[src/rtl/gsps_pkg.sv]
`default_nettype none

package gsps_pkg;

  localparam int MAX_CHANNELS_DEF = 6;
  localparam int CH_W             = 3;
  localparam int MIN_W            = 10;
  localparam int SEC_W            = 16;
  localparam int VLV_W            = 6;
  localparam int SEC_PER_MIN      = 60;
  localparam int CFG_ADDR_W       = 5;
  localparam int CFG_DATA_W       = 32;

  typedef enum logic [2:0] {
    PH_ZERO    = 3'd0,
    PH_MEASURE = 3'd1,
    PH_PURGE   = 3'd2,
    PH_PAUSE   = 3'd3,
    PH_STOP    = 3'd4
  } phase_t;

  typedef enum logic [2:0] {
    REG_CHANNEL_COUNT = 3'd0,
    REG_ZERO_MIN      = 3'd1,
    REG_MEASURE_MIN   = 3'd2,
    REG_PURGE_MIN     = 3'd3,
    REG_PAUSE_MIN     = 3'd4,
    REG_STOP_MIN      = 3'd5
  } reg_idx_t;

  localparam logic [CH_W-1:0]  CH_COUNT_RST = CH_W'(1);
  localparam logic [CH_W-1:0]  CH_FIRST     = CH_W'(1);
  localparam logic [MIN_W-1:0] MIN_RST      = '0;

  typedef struct packed {
    logic [CH_W-1:0]  channel_count;
    logic [MIN_W-1:0] zero_minutes;
    logic [MIN_W-1:0] measure_minutes;
    logic [MIN_W-1:0] purge_minutes;
    logic [MIN_W-1:0] pause_minutes;
    logic [MIN_W-1:0] stop_minutes;
  } cfg_t;

  typedef struct packed {
    logic [2:0]       phase;
    logic [CH_W-1:0]  channel;
    logic             zero_valve;
    logic             pump_on;
    logic [VLV_W-1:0] channel_valves;
    logic [SEC_W-1:0] seconds_left;
    logic             watchdog_kick;
    logic             phase_done;
  } result_t;

  // minutes to seconds, kept to the counter width
  function automatic logic [SEC_W-1:0] length_of(input logic [MIN_W-1:0] minutes);
    logic [SEC_W+MIN_W-1:0] prod;
    prod = (SEC_W+MIN_W)'(minutes) * (SEC_W+MIN_W)'(SEC_PER_MIN);
    return prod[SEC_W-1:0];
  endfunction

  // valve mask of a channel, bit n drives channel n+1
  function automatic logic [VLV_W-1:0] valve_bit(input logic [CH_W-1:0] ch);
    logic [CH_W-1:0]  idx;
    logic [(1<<CH_W)-1:0] onehot;
    idx    = ch - CH_W'(1);
    onehot = {{((1<<CH_W)-1){1'b0}}, 1'b1} << idx;
    return onehot[VLV_W-1:0];
  endfunction

endpackage

`default_nettype wire

[src/rtl/gsps_in_if.sv]
`default_nettype none

interface gsps_in_if;
  logic valid;
  logic ready;
  logic tick;

  modport source (output valid, output tick, input ready);
  modport sink   (input valid, input tick, output ready);
endinterface

`default_nettype wire

[src/rtl/gsps_out_if.sv]
`default_nettype none

interface gsps_out_if;
  logic        valid;
  logic        ready;
  logic [2:0]  phase;
  logic [2:0]  channel;
  logic        zero_valve;
  logic        pump_on;
  logic [5:0]  channel_valves;
  logic [15:0] seconds_left;
  logic        watchdog_kick;
  logic        phase_done;

  modport source (output valid, output phase, output channel, output zero_valve,
                  output pump_on, output channel_valves, output seconds_left,
                  output watchdog_kick, output phase_done, input ready);
  modport sink   (input valid, input phase, input channel, input zero_valve,
                  input pump_on, input channel_valves, input seconds_left,
                  input watchdog_kick, input phase_done, output ready);
endinterface

`default_nettype wire

[src/rtl/gas_sampling_phase_sequencer.sv]
// Timed valve sequencer for a multi-point gas sampler. Each input word is one
// control evaluation carrying a one-second tick flag, and each evaluation
// returns exactly one result word with the phase, selected channel, valve and
// pump levels, seconds left, watchdog kick and phase-done flag as they stand
// after the update. Phases run zero, then measure/purge/pause for channels 1
// up to channel_count, then stop, and back to zero; each lasts its register
// value in minutes times 60 seconds, taken when the phase is entered. A phase
// of zero length ends at its first evaluation without driving anything, so
// the zero phase right after reset ends at once. One word is accepted per
// clock: the whole update is one pass of compare, decrement and phase select
// from the state registers into the result register, and a skid stage behind
// it keeps in_ch.ready high unless both the result register and the skid
// stage hold words the sink has not taken. Registers sit on an APB-style port
// at byte offsets 0 (channel_count, clamped to 1..MAX_CHANNELS), 4 (zero), 8
// (measure), 12 (purge), 16 (pause) and 20 (stop minutes); write them only
// while no evaluation is in flight.
`default_nettype none

module gas_sampling_phase_sequencer
  import gsps_pkg::*;
#(
  parameter int MAX_CHANNELS = MAX_CHANNELS_DEF
) (
  input  wire logic                  clk,
  input  wire logic                  rst_n,
  gsps_in_if.sink                    in_ch,
  gsps_out_if.source                 out_ch,
  input  wire logic                  cfg_psel,
  input  wire logic                  cfg_penable,
  input  wire logic                  cfg_pwrite,
  input  wire logic [CFG_ADDR_W-1:0] cfg_paddr,
  input  wire logic [CFG_DATA_W-1:0] cfg_pwdata,
  output logic      [CFG_DATA_W-1:0] cfg_prdata,
  output logic                       cfg_pready
);

  cfg_t    cfg;
  result_t step_res;
  result_t out_res;
  logic    in_ready;
  logic    in_accept;

  // register file, always ready
  gsps_cfg #(
    .MAX_CHANNELS(MAX_CHANNELS)
  ) u_cfg (
    .clk     (clk),
    .rst_n   (rst_n),
    .psel    (cfg_psel),
    .penable (cfg_penable),
    .pwrite  (cfg_pwrite),
    .paddr   (cfg_paddr),
    .pwdata  (cfg_pwdata),
    .prdata  (cfg_prdata),
    .cfg     (cfg)
  );

  assign cfg_pready = 1'b1;

  assign in_accept = in_ch.valid && in_ready;
  assign in_ch.ready = in_ready;

  // phase state and single-pass update
  gsps_core u_core (
    .clk    (clk),
    .rst_n  (rst_n),
    .cfg    (cfg),
    .accept (in_accept),
    .tick   (in_ch.tick),
    .res    (step_res)
  );

  // result register plus skid word
  gsps_oreg u_oreg (
    .clk        (clk),
    .rst_n      (rst_n),
    .push       (in_accept),
    .push_data  (step_res),
    .push_ready (in_ready),
    .out_valid  (out_ch.valid),
    .out_ready  (out_ch.ready),
    .out_data   (out_res)
  );

  assign out_ch.phase          = out_res.phase;
  assign out_ch.channel        = out_res.channel;
  assign out_ch.zero_valve     = out_res.zero_valve;
  assign out_ch.pump_on        = out_res.pump_on;
  assign out_ch.channel_valves = out_res.channel_valves;
  assign out_ch.seconds_left   = out_res.seconds_left;
  assign out_ch.watchdog_kick  = out_res.watchdog_kick;
  assign out_ch.phase_done     = out_res.phase_done;

endmodule

`default_nettype wire

[src/rtl/gsps_cfg.sv]
`default_nettype none

module gsps_cfg
  import gsps_pkg::*;
#(
  parameter int MAX_CHANNELS = MAX_CHANNELS_DEF
) (
  input  wire logic                  clk,
  input  wire logic                  rst_n,
  input  wire logic                  psel,
  input  wire logic                  penable,
  input  wire logic                  pwrite,
  input  wire logic [CFG_ADDR_W-1:0] paddr,
  input  wire logic [CFG_DATA_W-1:0] pwdata,
  output logic      [CFG_DATA_W-1:0] prdata,
  output cfg_t                       cfg
);

  cfg_t            cfg_r;
  cfg_t            cfg_nxt;
  logic [2:0]      idx;
  logic            wr_en;
  logic [CH_W-1:0] count_clamped;

  assign idx   = paddr[4:2];
  assign wr_en = psel && penable && pwrite;

  always_comb begin
    count_clamped = pwdata[CH_W-1:0];
    if (count_clamped == '0) begin
      count_clamped = CH_W'(1);
    end
    if (32'(count_clamped) > MAX_CHANNELS) begin
      count_clamped = CH_W'(MAX_CHANNELS);
    end
  end

  always_comb begin
    cfg_nxt = cfg_r;
    if (wr_en) begin
      case (idx)
        REG_CHANNEL_COUNT: cfg_nxt.channel_count   = count_clamped;
        REG_ZERO_MIN:      cfg_nxt.zero_minutes    = pwdata[MIN_W-1:0];
        REG_MEASURE_MIN:   cfg_nxt.measure_minutes = pwdata[MIN_W-1:0];
        REG_PURGE_MIN:     cfg_nxt.purge_minutes   = pwdata[MIN_W-1:0];
        REG_PAUSE_MIN:     cfg_nxt.pause_minutes   = pwdata[MIN_W-1:0];
        REG_STOP_MIN:      cfg_nxt.stop_minutes    = pwdata[MIN_W-1:0];
        default:           cfg_nxt = cfg_r;
      endcase
    end
  end

  always_ff @(posedge clk) begin
    if (!rst_n) begin
      cfg_r.channel_count   <= CH_COUNT_RST;
      cfg_r.zero_minutes    <= MIN_RST;
      cfg_r.measure_minutes <= MIN_RST;
      cfg_r.purge_minutes   <= MIN_RST;
      cfg_r.pause_minutes   <= MIN_RST;
      cfg_r.stop_minutes    <= MIN_RST;
    end else begin
      cfg_r <= cfg_nxt;
    end
  end

  always_comb begin
    case (idx)
      REG_CHANNEL_COUNT: prdata = CFG_DATA_W'(cfg_r.channel_count);
      REG_ZERO_MIN:      prdata = CFG_DATA_W'(cfg_r.zero_minutes);
      REG_MEASURE_MIN:   prdata = CFG_DATA_W'(cfg_r.measure_minutes);
      REG_PURGE_MIN:     prdata = CFG_DATA_W'(cfg_r.purge_minutes);
      REG_PAUSE_MIN:     prdata = CFG_DATA_W'(cfg_r.pause_minutes);
      REG_STOP_MIN:      prdata = CFG_DATA_W'(cfg_r.stop_minutes);
      default:           prdata = '0;
    endcase
  end

  assign cfg = cfg_r;

endmodule

`default_nettype wire

[src/rtl/gsps_core.sv]
`default_nettype none

module gsps_core
  import gsps_pkg::*;
(
  input  wire logic clk,
  input  wire logic rst_n,
  input  cfg_t      cfg,
  input  wire logic accept,
  input  wire logic tick,
  output result_t   res
);

  phase_t           phase_r,       phase_nxt;
  logic [CH_W-1:0]  channel_r,     channel_nxt;
  logic [SEC_W-1:0] remaining_r,   remaining_nxt;
  logic             entered_r,     entered_nxt;
  logic             zero_valve_r,  zero_valve_nxt;
  logic             pump_r,        pump_nxt;
  logic [VLV_W-1:0] valves_r,      valves_nxt;
  logic             kick;
  logic             done;

  always_comb begin
    phase_nxt      = phase_r;
    channel_nxt    = channel_r;
    remaining_nxt  = remaining_r;
    entered_nxt    = entered_r;
    zero_valve_nxt = zero_valve_r;
    pump_nxt       = pump_r;
    valves_nxt     = valves_r;
    kick           = 1'b0;
    done           = 1'b0;

    if (remaining_r != '0) begin
      if (!entered_r) begin
        // first evaluation in the phase drives its outputs
        case (phase_r)
          PH_ZERO, PH_PURGE: begin
            zero_valve_nxt = 1'b1;
            pump_nxt       = 1'b1;
          end
          PH_MEASURE: begin
            valves_nxt = valves_r | valve_bit(channel_r);
            pump_nxt   = 1'b1;
          end
          default: begin
            zero_valve_nxt = 1'b0;
            pump_nxt       = 1'b0;
          end
        endcase
        entered_nxt = 1'b1;
      end else begin
        kick = 1'b1;
      end
      if (tick) begin
        remaining_nxt = remaining_r - SEC_W'(1);
      end
    end else begin
      // counter expired: close, reload and advance
      done        = 1'b1;
      entered_nxt = 1'b0;
      case (phase_r)
        PH_ZERO: begin
          zero_valve_nxt = 1'b0;
          pump_nxt       = 1'b0;
          phase_nxt      = PH_MEASURE;
          remaining_nxt  = length_of(cfg.measure_minutes);
        end
        PH_MEASURE: begin
          valves_nxt    = valves_r & ~valve_bit(channel_r);
          pump_nxt      = 1'b0;
          phase_nxt     = PH_PURGE;
          remaining_nxt = length_of(cfg.purge_minutes);
        end
        PH_PURGE: begin
          zero_valve_nxt = 1'b0;
          pump_nxt       = 1'b0;
          phase_nxt      = PH_PAUSE;
          remaining_nxt  = length_of(cfg.pause_minutes);
        end
        PH_PAUSE: begin
          if (channel_r >= cfg.channel_count) begin
            channel_nxt   = CH_FIRST;
            phase_nxt     = PH_STOP;
            remaining_nxt = length_of(cfg.stop_minutes);
          end else begin
            channel_nxt   = channel_r + CH_W'(1);
            phase_nxt     = PH_MEASURE;
            remaining_nxt = length_of(cfg.measure_minutes);
          end
        end
        default: begin
          phase_nxt     = PH_ZERO;
          remaining_nxt = length_of(cfg.zero_minutes);
        end
      endcase
    end
  end

  always_ff @(posedge clk) begin
    if (!rst_n) begin
      phase_r      <= PH_ZERO;
      channel_r    <= CH_FIRST;
      remaining_r  <= length_of(MIN_RST);
      entered_r    <= 1'b0;
      zero_valve_r <= 1'b0;
      pump_r       <= 1'b0;
      valves_r     <= '0;
    end else if (accept) begin
      phase_r      <= phase_nxt;
      channel_r    <= channel_nxt;
      remaining_r  <= remaining_nxt;
      entered_r    <= entered_nxt;
      zero_valve_r <= zero_valve_nxt;
      pump_r       <= pump_nxt;
      valves_r     <= valves_nxt;
    end
  end

  always_comb begin
    res.phase          = phase_nxt;
    res.channel        = channel_nxt;
    res.zero_valve     = zero_valve_nxt;
    res.pump_on        = pump_nxt;
    res.channel_valves = valves_nxt;
    res.seconds_left   = remaining_nxt;
    res.watchdog_kick  = kick;
    res.phase_done     = done;
  end

endmodule

`default_nettype wire

[src/rtl/gsps_oreg.sv]
`default_nettype none

module gsps_oreg
  import gsps_pkg::*;
(
  input  wire logic clk,
  input  wire logic rst_n,
  input  wire logic push,
  input  result_t   push_data,
  output logic      push_ready,
  output logic      out_valid,
  input  wire logic out_ready,
  output result_t   out_data
);

  logic    out_valid_r;
  logic    skid_valid_r;
  result_t out_data_r;
  result_t skid_data_r;
  logic    drain;

  // output register free this cycle
  assign drain = !out_valid_r || out_ready;

  always_ff @(posedge clk) begin
    if (!rst_n) begin
      out_valid_r  <= 1'b0;
      skid_valid_r <= 1'b0;
    end else if (drain) begin
      if (skid_valid_r) begin
        out_valid_r  <= 1'b1;
        skid_valid_r <= 1'b0;
      end else begin
        out_valid_r <= push;
      end
    end else if (push) begin
      skid_valid_r <= 1'b1;
    end
  end

  always_ff @(posedge clk) begin
    if (drain) begin
      if (skid_valid_r) begin
        out_data_r <= skid_data_r;
      end else if (push) begin
        out_data_r <= push_data;
      end
    end else if (push) begin
      skid_data_r <= push_data;
    end
  end

  assign push_ready = !skid_valid_r;
  assign out_valid  = out_valid_r;
  assign out_data   = out_data_r;

endmodule

`default_nettype wire

[src/flat_wrapper.sv]
// flat-port wrapper written by rule: the top's interface ports become plain ports
module gas_sampling_phase_sequencer_flat import gsps_pkg::*;
#(
  parameter int MAX_CHANNELS = MAX_CHANNELS_DEF
)
  (clk, rst_n, cfg_psel, cfg_penable, cfg_pwrite, cfg_paddr, cfg_pwdata, cfg_prdata, cfg_pready, in_ch_valid, in_ch_tick, in_ch_ready, out_ch_valid, out_ch_phase, out_ch_channel, out_ch_zero_valve, out_ch_pump_on, out_ch_channel_valves, out_ch_seconds_left, out_ch_watchdog_kick, out_ch_phase_done, out_ch_ready);
  gsps_in_if in_ch_i ();
  gsps_out_if out_ch_i ();
  input  wire logic clk;
  input  wire logic rst_n;
  input  wire logic cfg_psel;
  input  wire logic cfg_penable;
  input  wire logic cfg_pwrite;
  input  wire logic [CFG_ADDR_W-1:0] cfg_paddr;
  input  wire logic [CFG_DATA_W-1:0] cfg_pwdata;
  output logic      [CFG_DATA_W-1:0] cfg_prdata;
  output logic cfg_pready;
  input wire logic [$bits(in_ch_i.valid)-1:0] in_ch_valid;
  input wire logic [$bits(in_ch_i.tick)-1:0] in_ch_tick;
  output wire logic [$bits(in_ch_i.ready)-1:0] in_ch_ready;
  output wire logic [$bits(out_ch_i.valid)-1:0] out_ch_valid;
  output wire logic [$bits(out_ch_i.phase)-1:0] out_ch_phase;
  output wire logic [$bits(out_ch_i.channel)-1:0] out_ch_channel;
  output wire logic [$bits(out_ch_i.zero_valve)-1:0] out_ch_zero_valve;
  output wire logic [$bits(out_ch_i.pump_on)-1:0] out_ch_pump_on;
  output wire logic [$bits(out_ch_i.channel_valves)-1:0] out_ch_channel_valves;
  output wire logic [$bits(out_ch_i.seconds_left)-1:0] out_ch_seconds_left;
  output wire logic [$bits(out_ch_i.watchdog_kick)-1:0] out_ch_watchdog_kick;
  output wire logic [$bits(out_ch_i.phase_done)-1:0] out_ch_phase_done;
  input wire logic [$bits(out_ch_i.ready)-1:0] out_ch_ready;
  assign in_ch_i.valid = in_ch_valid;
  assign in_ch_i.tick = in_ch_tick;
  assign in_ch_ready = in_ch_i.ready;
  assign out_ch_valid = out_ch_i.valid;
  assign out_ch_phase = out_ch_i.phase;
  assign out_ch_channel = out_ch_i.channel;
  assign out_ch_zero_valve = out_ch_i.zero_valve;
  assign out_ch_pump_on = out_ch_i.pump_on;
  assign out_ch_channel_valves = out_ch_i.channel_valves;
  assign out_ch_seconds_left = out_ch_i.seconds_left;
  assign out_ch_watchdog_kick = out_ch_i.watchdog_kick;
  assign out_ch_phase_done = out_ch_i.phase_done;
  assign out_ch_i.ready = out_ch_ready;
  gas_sampling_phase_sequencer #(.MAX_CHANNELS(MAX_CHANNELS)) u_core (.clk(clk), .rst_n(rst_n), .in_ch(in_ch_i), .out_ch(out_ch_i), .cfg_psel(cfg_psel), .cfg_penable(cfg_penable), .cfg_pwrite(cfg_pwrite), .cfg_paddr(cfg_paddr), .cfg_pwdata(cfg_pwdata), .cfg_prdata(cfg_prdata), .cfg_pready(cfg_pready));
endmodule
[config.mk]
export PLATFORM = sky130hd
export DESIGN_NAME = gas_sampling_phase_sequencer_flat
export DESIGN_NICKNAME = d
export VERILOG_FILES = /design/src/rtl/gsps_pkg.sv /design/src/rtl/gsps_in_if.sv /design/src/rtl/gsps_out_if.sv /design/src/rtl/gas_sampling_phase_sequencer.sv /design/src/rtl/gsps_cfg.sv /design/src/rtl/gsps_core.sv /design/src/rtl/gsps_oreg.sv /design/src/flat_wrapper.sv
export SDC_FILE = /design/constraint.sdc
export NUM_CORES = 1
export LEC_CHECK = 0
export BUFFER_PORTS_ARGS = -buffer_cell sky130_fd_sc_hd__clkbuf_2
export CAP_MARGIN = 10
export CORE_MARGIN = 1
export CORE_UTILIZATION = 55
export CTS_BUF_LIST = sky130_fd_sc_hd__clkbuf_8 sky130_fd_sc_hd__clkbuf_16
export CTS_CLUSTER_DIAMETER = 60
export DETAILED_ROUTE_END_ITERATION = 12
export GPL_ROUTABILITY_DRIVEN = 0
export PLACE_DENSITY = 0.79
export SETUP_SLACK_MARGIN = 0.1
export SLEW_MARGIN = 20
export SYNTH_ARGS = -nofsm -noshare
export SYNTH_HDL_FRONTEND = slang
export SYNTH_HIERARCHICAL = 1
export SYNTH_SLANG_ARGS = --single-unit
[constraint.sdc]
create_clock -name clk -period 12.1 [get_ports clk]
set_input_delay 3.025 -clock clk [delete_from_list [all_inputs] [get_ports clk]]
set_output_delay 3.025 -clock clk [all_outputs]
set_load 0.02 [all_outputs]
Word-level counts from Yosys, hierarchy flattened. Index checks and enable logic that the tools add are counted.

Bitwise gates (word level): 5. Reductions and logical operators: 22. Magnitude comparators: 2. Shift operators: 1. Equal/unequal tests: 8. $mul: 5. Multiplexer cells: 32. Add/subtract/negate cells: 3.

Operator list (number): 10-bit by 4-bit multiplier with 14-bit output, second input constant (5); 32-bit two-way mux (2); 16-bit one-hot mux with 4 select lines (1); 10-bit one-hot mux with 6 select lines (1); 16-bit two-way mux (3); 6-bit two-way mux (4); 3-bit two-way mux (7); 2-bit AND reduction (8); 16-bit nonzero test (1); 16-bit by 1-bit subtractor with 16-bit output, second input constant (1); 3-bit by 2-bit equality test with 1-bit output, second input constant (4); 1-bit two-way mux (12); 3-bit one-hot mux with 4 select lines (1); 3-bit zero test (3); 6-bit bitwise AND (1); 3-bit by 1-bit equality test with 1-bit output, second input constant (2); 3-bit equality test, second input constant (2); 6-bit NOT (1); 6-bit bitwise OR (1); 1-bit by 3-bit << shifter with 6-bit output, first input constant (1); 2-bit OR reduction (2); 3-bit by 1-bit adder with 3-bit output, second input constant (1); 3-bit greater-or-equal comparator (1); 3-bit greater-than comparator, second input constant (1); other kinds (8) (12).

Flip-flop bits (word level): 150. Bits of input ports: 45. Output and inout bits: 67. Logic and storage cells: 109.

Depth between registers and ports, before layout.
Depth after elaboration: 8. Gate-level depth with buffers: 14. Gate-level depth less buffers: 14.

Hierarchy. Netlist, hierarchy kept.

Modules (own cells, without submodules): gsps_core (seq. area each 620.6 um2, times used 1, area an instance 7273.2 um2, cells each 844); gsps_cfg (seq. area each 1061.0 um2, times used 1, area an instance 2633.8 um2, cells each 272); gsps_oreg (seq. area each 1961.9 um2, times used 1, area an instance 2539.9 um2, cells each 109); gas_sampling_phase_sequencer (seq. area each 0.0 um2, times used 1, area an instance 17.5 um2, cells each 3).

Worst setup path after synthesis. OpenSTA, ideal clock, no wires.

Kind: input to output. Start point: in cfg_paddr[3]. End point: out cfg_prdata[0]. Arrival time: 4.045 ns. Cell stages on the path: 6. Slack: 5.030 ns. Required time: 9.075 ns. Path through: buf_2 > nor2b_1 > buf_2 > buf_6 > a22oi_1 > a21oi_1.

Word-level cells in the longest chain between the ends: 2. Elaborated cells between the ends (all ways): 7. Those cells by class: eq/ne: 5; mux: 1; reduce/logical: 1.

Ends and longest elaborated chain: from (decl) (line flat_wrapper.sv:14) `input wire logic [CFG_ADDR_W-1:0] cfg_paddr;`; 3-bit equality test (tied with other cells) (line gsps_cfg.sv:67) `case (idx)`; 10-bit one-hot mux with 6 select lines * (line gsps_cfg.sv:67); to (decl) (line flat_wrapper.sv:16) `output logic [CFG_DATA_W-1:0] cfg_prdata;`.

Mark *: on every way between the ends. The rest lies on a longest branch, timed or not.

Worst setup path in the final report. Ends and elaborated chain as after synthesis.

==> impl_metrics.yaml <==
route:
  via_per_inst: 5.87
  wl_per_cell_um: 18.5
  drc: 5
  ant_nets: 0
  finalWirelength_um: 28700
  vias: 9129
  detail_route.first_pass.iterations: 10
  drtIter0Drc: 698
status:
  violations: "design-rule violations"
  status: "finished, violations left"
finish:
  area_delta_synth_final_pct: 7.33
  num-fill-cells: 1800
  antenna_cells: 0
  drive_gt1_frac: 0.135
  final_nets: 1488
  final-instance-count-excl-fill: 1556
setup_path:
  required_ps: 9070
  worstPathMaxFanout: 19
  crit_type: "in2out"
  cp-end-kind: "output port"
  startpoint_type: "input port"
  regToRegSetupSlack_ps: 7320
  critPathArrivalTime_ps: 4510
cts:
  cts_hold_buf: 0
  path_clk_slew_ps: 70
  clk_root_buffer_cell: "clkbuf_16"
  cts_max_path_buffers: 2
  cts_setup_buffers: 0
  numCtsBuffers: 17
  htreeDepth: 4
  clock-sinks: 150
  cts_tree: "yes"
  ctsResizeCount: 0
  insertion_delay_ps: 440
sta:
  setup_tns_ps: 0
  rsz0062_at_grt: "false"
  slew_viol_final: 0
  fin_crit_sh: 0.622
  min_period_ps: 7530
  slew-limit-headroom: 0.228
  setup_viol: 0
  fmax_mhz: 133
  fin_skew_ps: 12.0
  worst_slack_ps: 4570
  hold_viol: 0
  worstMarginPinSlew_ps: 1150
synthesis:
  synth.yosys.seq_area_share: 0.292
  async_flop_share: 0
  ys_seq_elements: 150
  synth_warnings: 6
  synth_edf_count: 64
  synth_flop_cell: "dfxtp_1"
  syn_area_um2: 12500
  avgSynthCellArea_um2: 10.2
  syn_inst: 1228
  yosysUniqueCellTypes: 83
place:
  place_inst: 1524
  detailedPlacementHpwl_um: 21600
  io_buffers: 64
  dp_slack_ps: 4270
worst_hold_path:
  hold_path.class: "reg2reg"
die:
  core_area_um2: 22000
  start_util: 0.566
  die_w_um: 153
  rows: 54
  die_area_um2: 23300
  pin_count: 112
  die_y_um: 153
pwr:
  ir_drop_mv: 0.0945
  p_leak_nw: 5.96
  power_mw: 1.99
  power.density_nw_per_um2: 149
run:
  max_cap_violations: 0
grt:
  track_usage: 0.250
  grt.overflow.total: 0
  grt_max_degree: 90
  first_global_vias: 8800
  antenna_found_initial: 0
  grt_first_pass_wirelength_um: 45800
-- stage by stage --
stage               hold slack (ps)  utilization  area (µm²)
floorplan                       444            -       12500
CTS                             499        0.607       13400
detailed placement              490        0.580       12800
global route                    512        0.607       13400
finish                          506        0.607       13400
global placement                476        0.580       12800
-- power by group --
part	internal [mW]	switching, mW
Clock	0.280	0.258
Combinational	0.301	0.438
Sequential	0.658	0.0558
Total	1.24	0.752
-- placed cells by master, fill, tap and decap left out, types with 5 or more instances in the layout --
cell       count
o21bai_1       6
xnor2_1       37
mux2_4        28
nand3_1        9
xor2_1        17
o31ai_1        6
conb_1        23
and2_1         6
and3_1         5
a21o_1        16
clkbuf_16     17
inv_8          5
o21a_1         7
a22oi_1       14
nor2b_1       24
inv_1        132
a41oi_1        5
nor3_1        17
o211ai_1      10
or3_1          8
dfxtp_1       85
edfxtp_1      64
nor2_1        53
a31oi_1       21
mux2_2        17
nand2_1      107
a221oi_1      12
clkbuf_2      64
fa_1          85
nand2b_1       7
a21oi_1       48
a221o_1        7
clkinv_8       5
mux2i_1       74
o22ai_1        6
ha_1          95
o21ai_0       33
a211oi_1       7
-- area by class of cell --
class                   count  area (µm²)  share of cell area
clock inverters            15         180              0.0135
clock buffers              17         425              0.0318
well taps                 280         350              0.0262
flip-flops and latches    150        3640               0.272
inverters                 133         499              0.0373
multi-input cells         893        7930               0.593
repair buffers             68         350              0.0262
-- routing by layer --
| layer | track usage | vias up | wire length [µm] |
|---|---|---|---|
| li1 | - | 4347 | - |
| met4 | 0.107 | 0 | 1080 |
| met3 | 0.0432 | 66 | 1460 |
| met2 | 0.414 | 322 | 13500 |
| met1 | 0.323 | 4394 | 12700 |
| met5 | 0 | - | 0 |
-- final timing paths --
kind / startpoint / to / cells past startpoint
setup / recovery: cfg_paddr[3] / cfg_prdata[0] / 5
hold reg to reg: u_core/u_cfg/cfg[4] / u_core/u_cfg/cfg[4] / 2
setup reg to reg: u_core/u_cfg/cfg[12] / u_core/u_oreg/out_data[17] / 14
hold / removal: u_core/u_cfg/cfg[4] / u_core/u_cfg/cfg[4] / 2
-- state kept, by name, summed over array words and instances, names as in the netlist, 3 cells and up --
register                   count
u_core/u_oreg/out_data        32
u_core/u_cfg/cfg              53
u_core/u_core/channel_r        3
u_core/u_core/remaining_r     16
u_core/u_oreg/skid_data_r     32
u_core/u_core/phase_r          3
u_core/u_core/valves_r         6
-- logic make-up after synthesis --
kind of cell    count (synthesis)  synth area share
flops                         150             0.292
fa+ha+maj                     180             0.232
mux                           119             0.109
simple gates                  279             0.118
other cells                     2          0.000603
xor+xnor                       54            0.0379
buf+inv                       206            0.0789
compound gates                238             0.132
-- cells in the mapped netlist, drive strengths merged, types with 4 or more instances --
cell / n / area [µm²]
inv: 132 / 495
nand2: 107 / 402
ha: 95 / 1190
dfxtp: 86 / 1720
fa: 85 / 1700
mux2i: 74 / 741
edfxtp: 64 / 1920
nor2: 56 / 243
a21oi: 49 / 249
buf: 49 / 394
mux2: 45 / 612
xnor2: 37 / 324
o21ai: 36 / 180
nor2b: 25 / 156
clkbuf: 24 / 90.1
a31oi: 21 / 131
nor3: 20 / 116
xor2: 17 / 149
a21o: 16 / 120
a22oi: 14 / 105
a221oi: 12 / 105
o211ai: 10 / 75.1
or3: 10 / 72.6
nand3: 9 / 45.0
a211oi: 8 / 65.1
and2: 8 / 52.6
a221o: 7 / 70.1
nand2b: 7 / 43.8
o21a: 7 / 52.6
nand4: 6 / 58.8
o21bai: 6 / 45.0
o22ai: 6 / 37.5
o31ai: 6 / 45.0
a2111oi: 5 / 50.0
a41oi: 5 / 43.8
and3: 5 / 31.3
nor3b: 4 / 35.0
nor4: 4 / 40.0
nor4b: 4 / 41.3
o2111ai: 4 / 35.0
o221ai: 4 / 35.0
o31a: 4 / 35.0
-- worst max-delay path, stage by stage --
cell	delay, ps
clkbuf_2	270
nor2b_2	590
a22oi_1	190
a21oi_1	220
clkbuf_2	200
No activity file was read; power rests on OpenSTA's default activity.
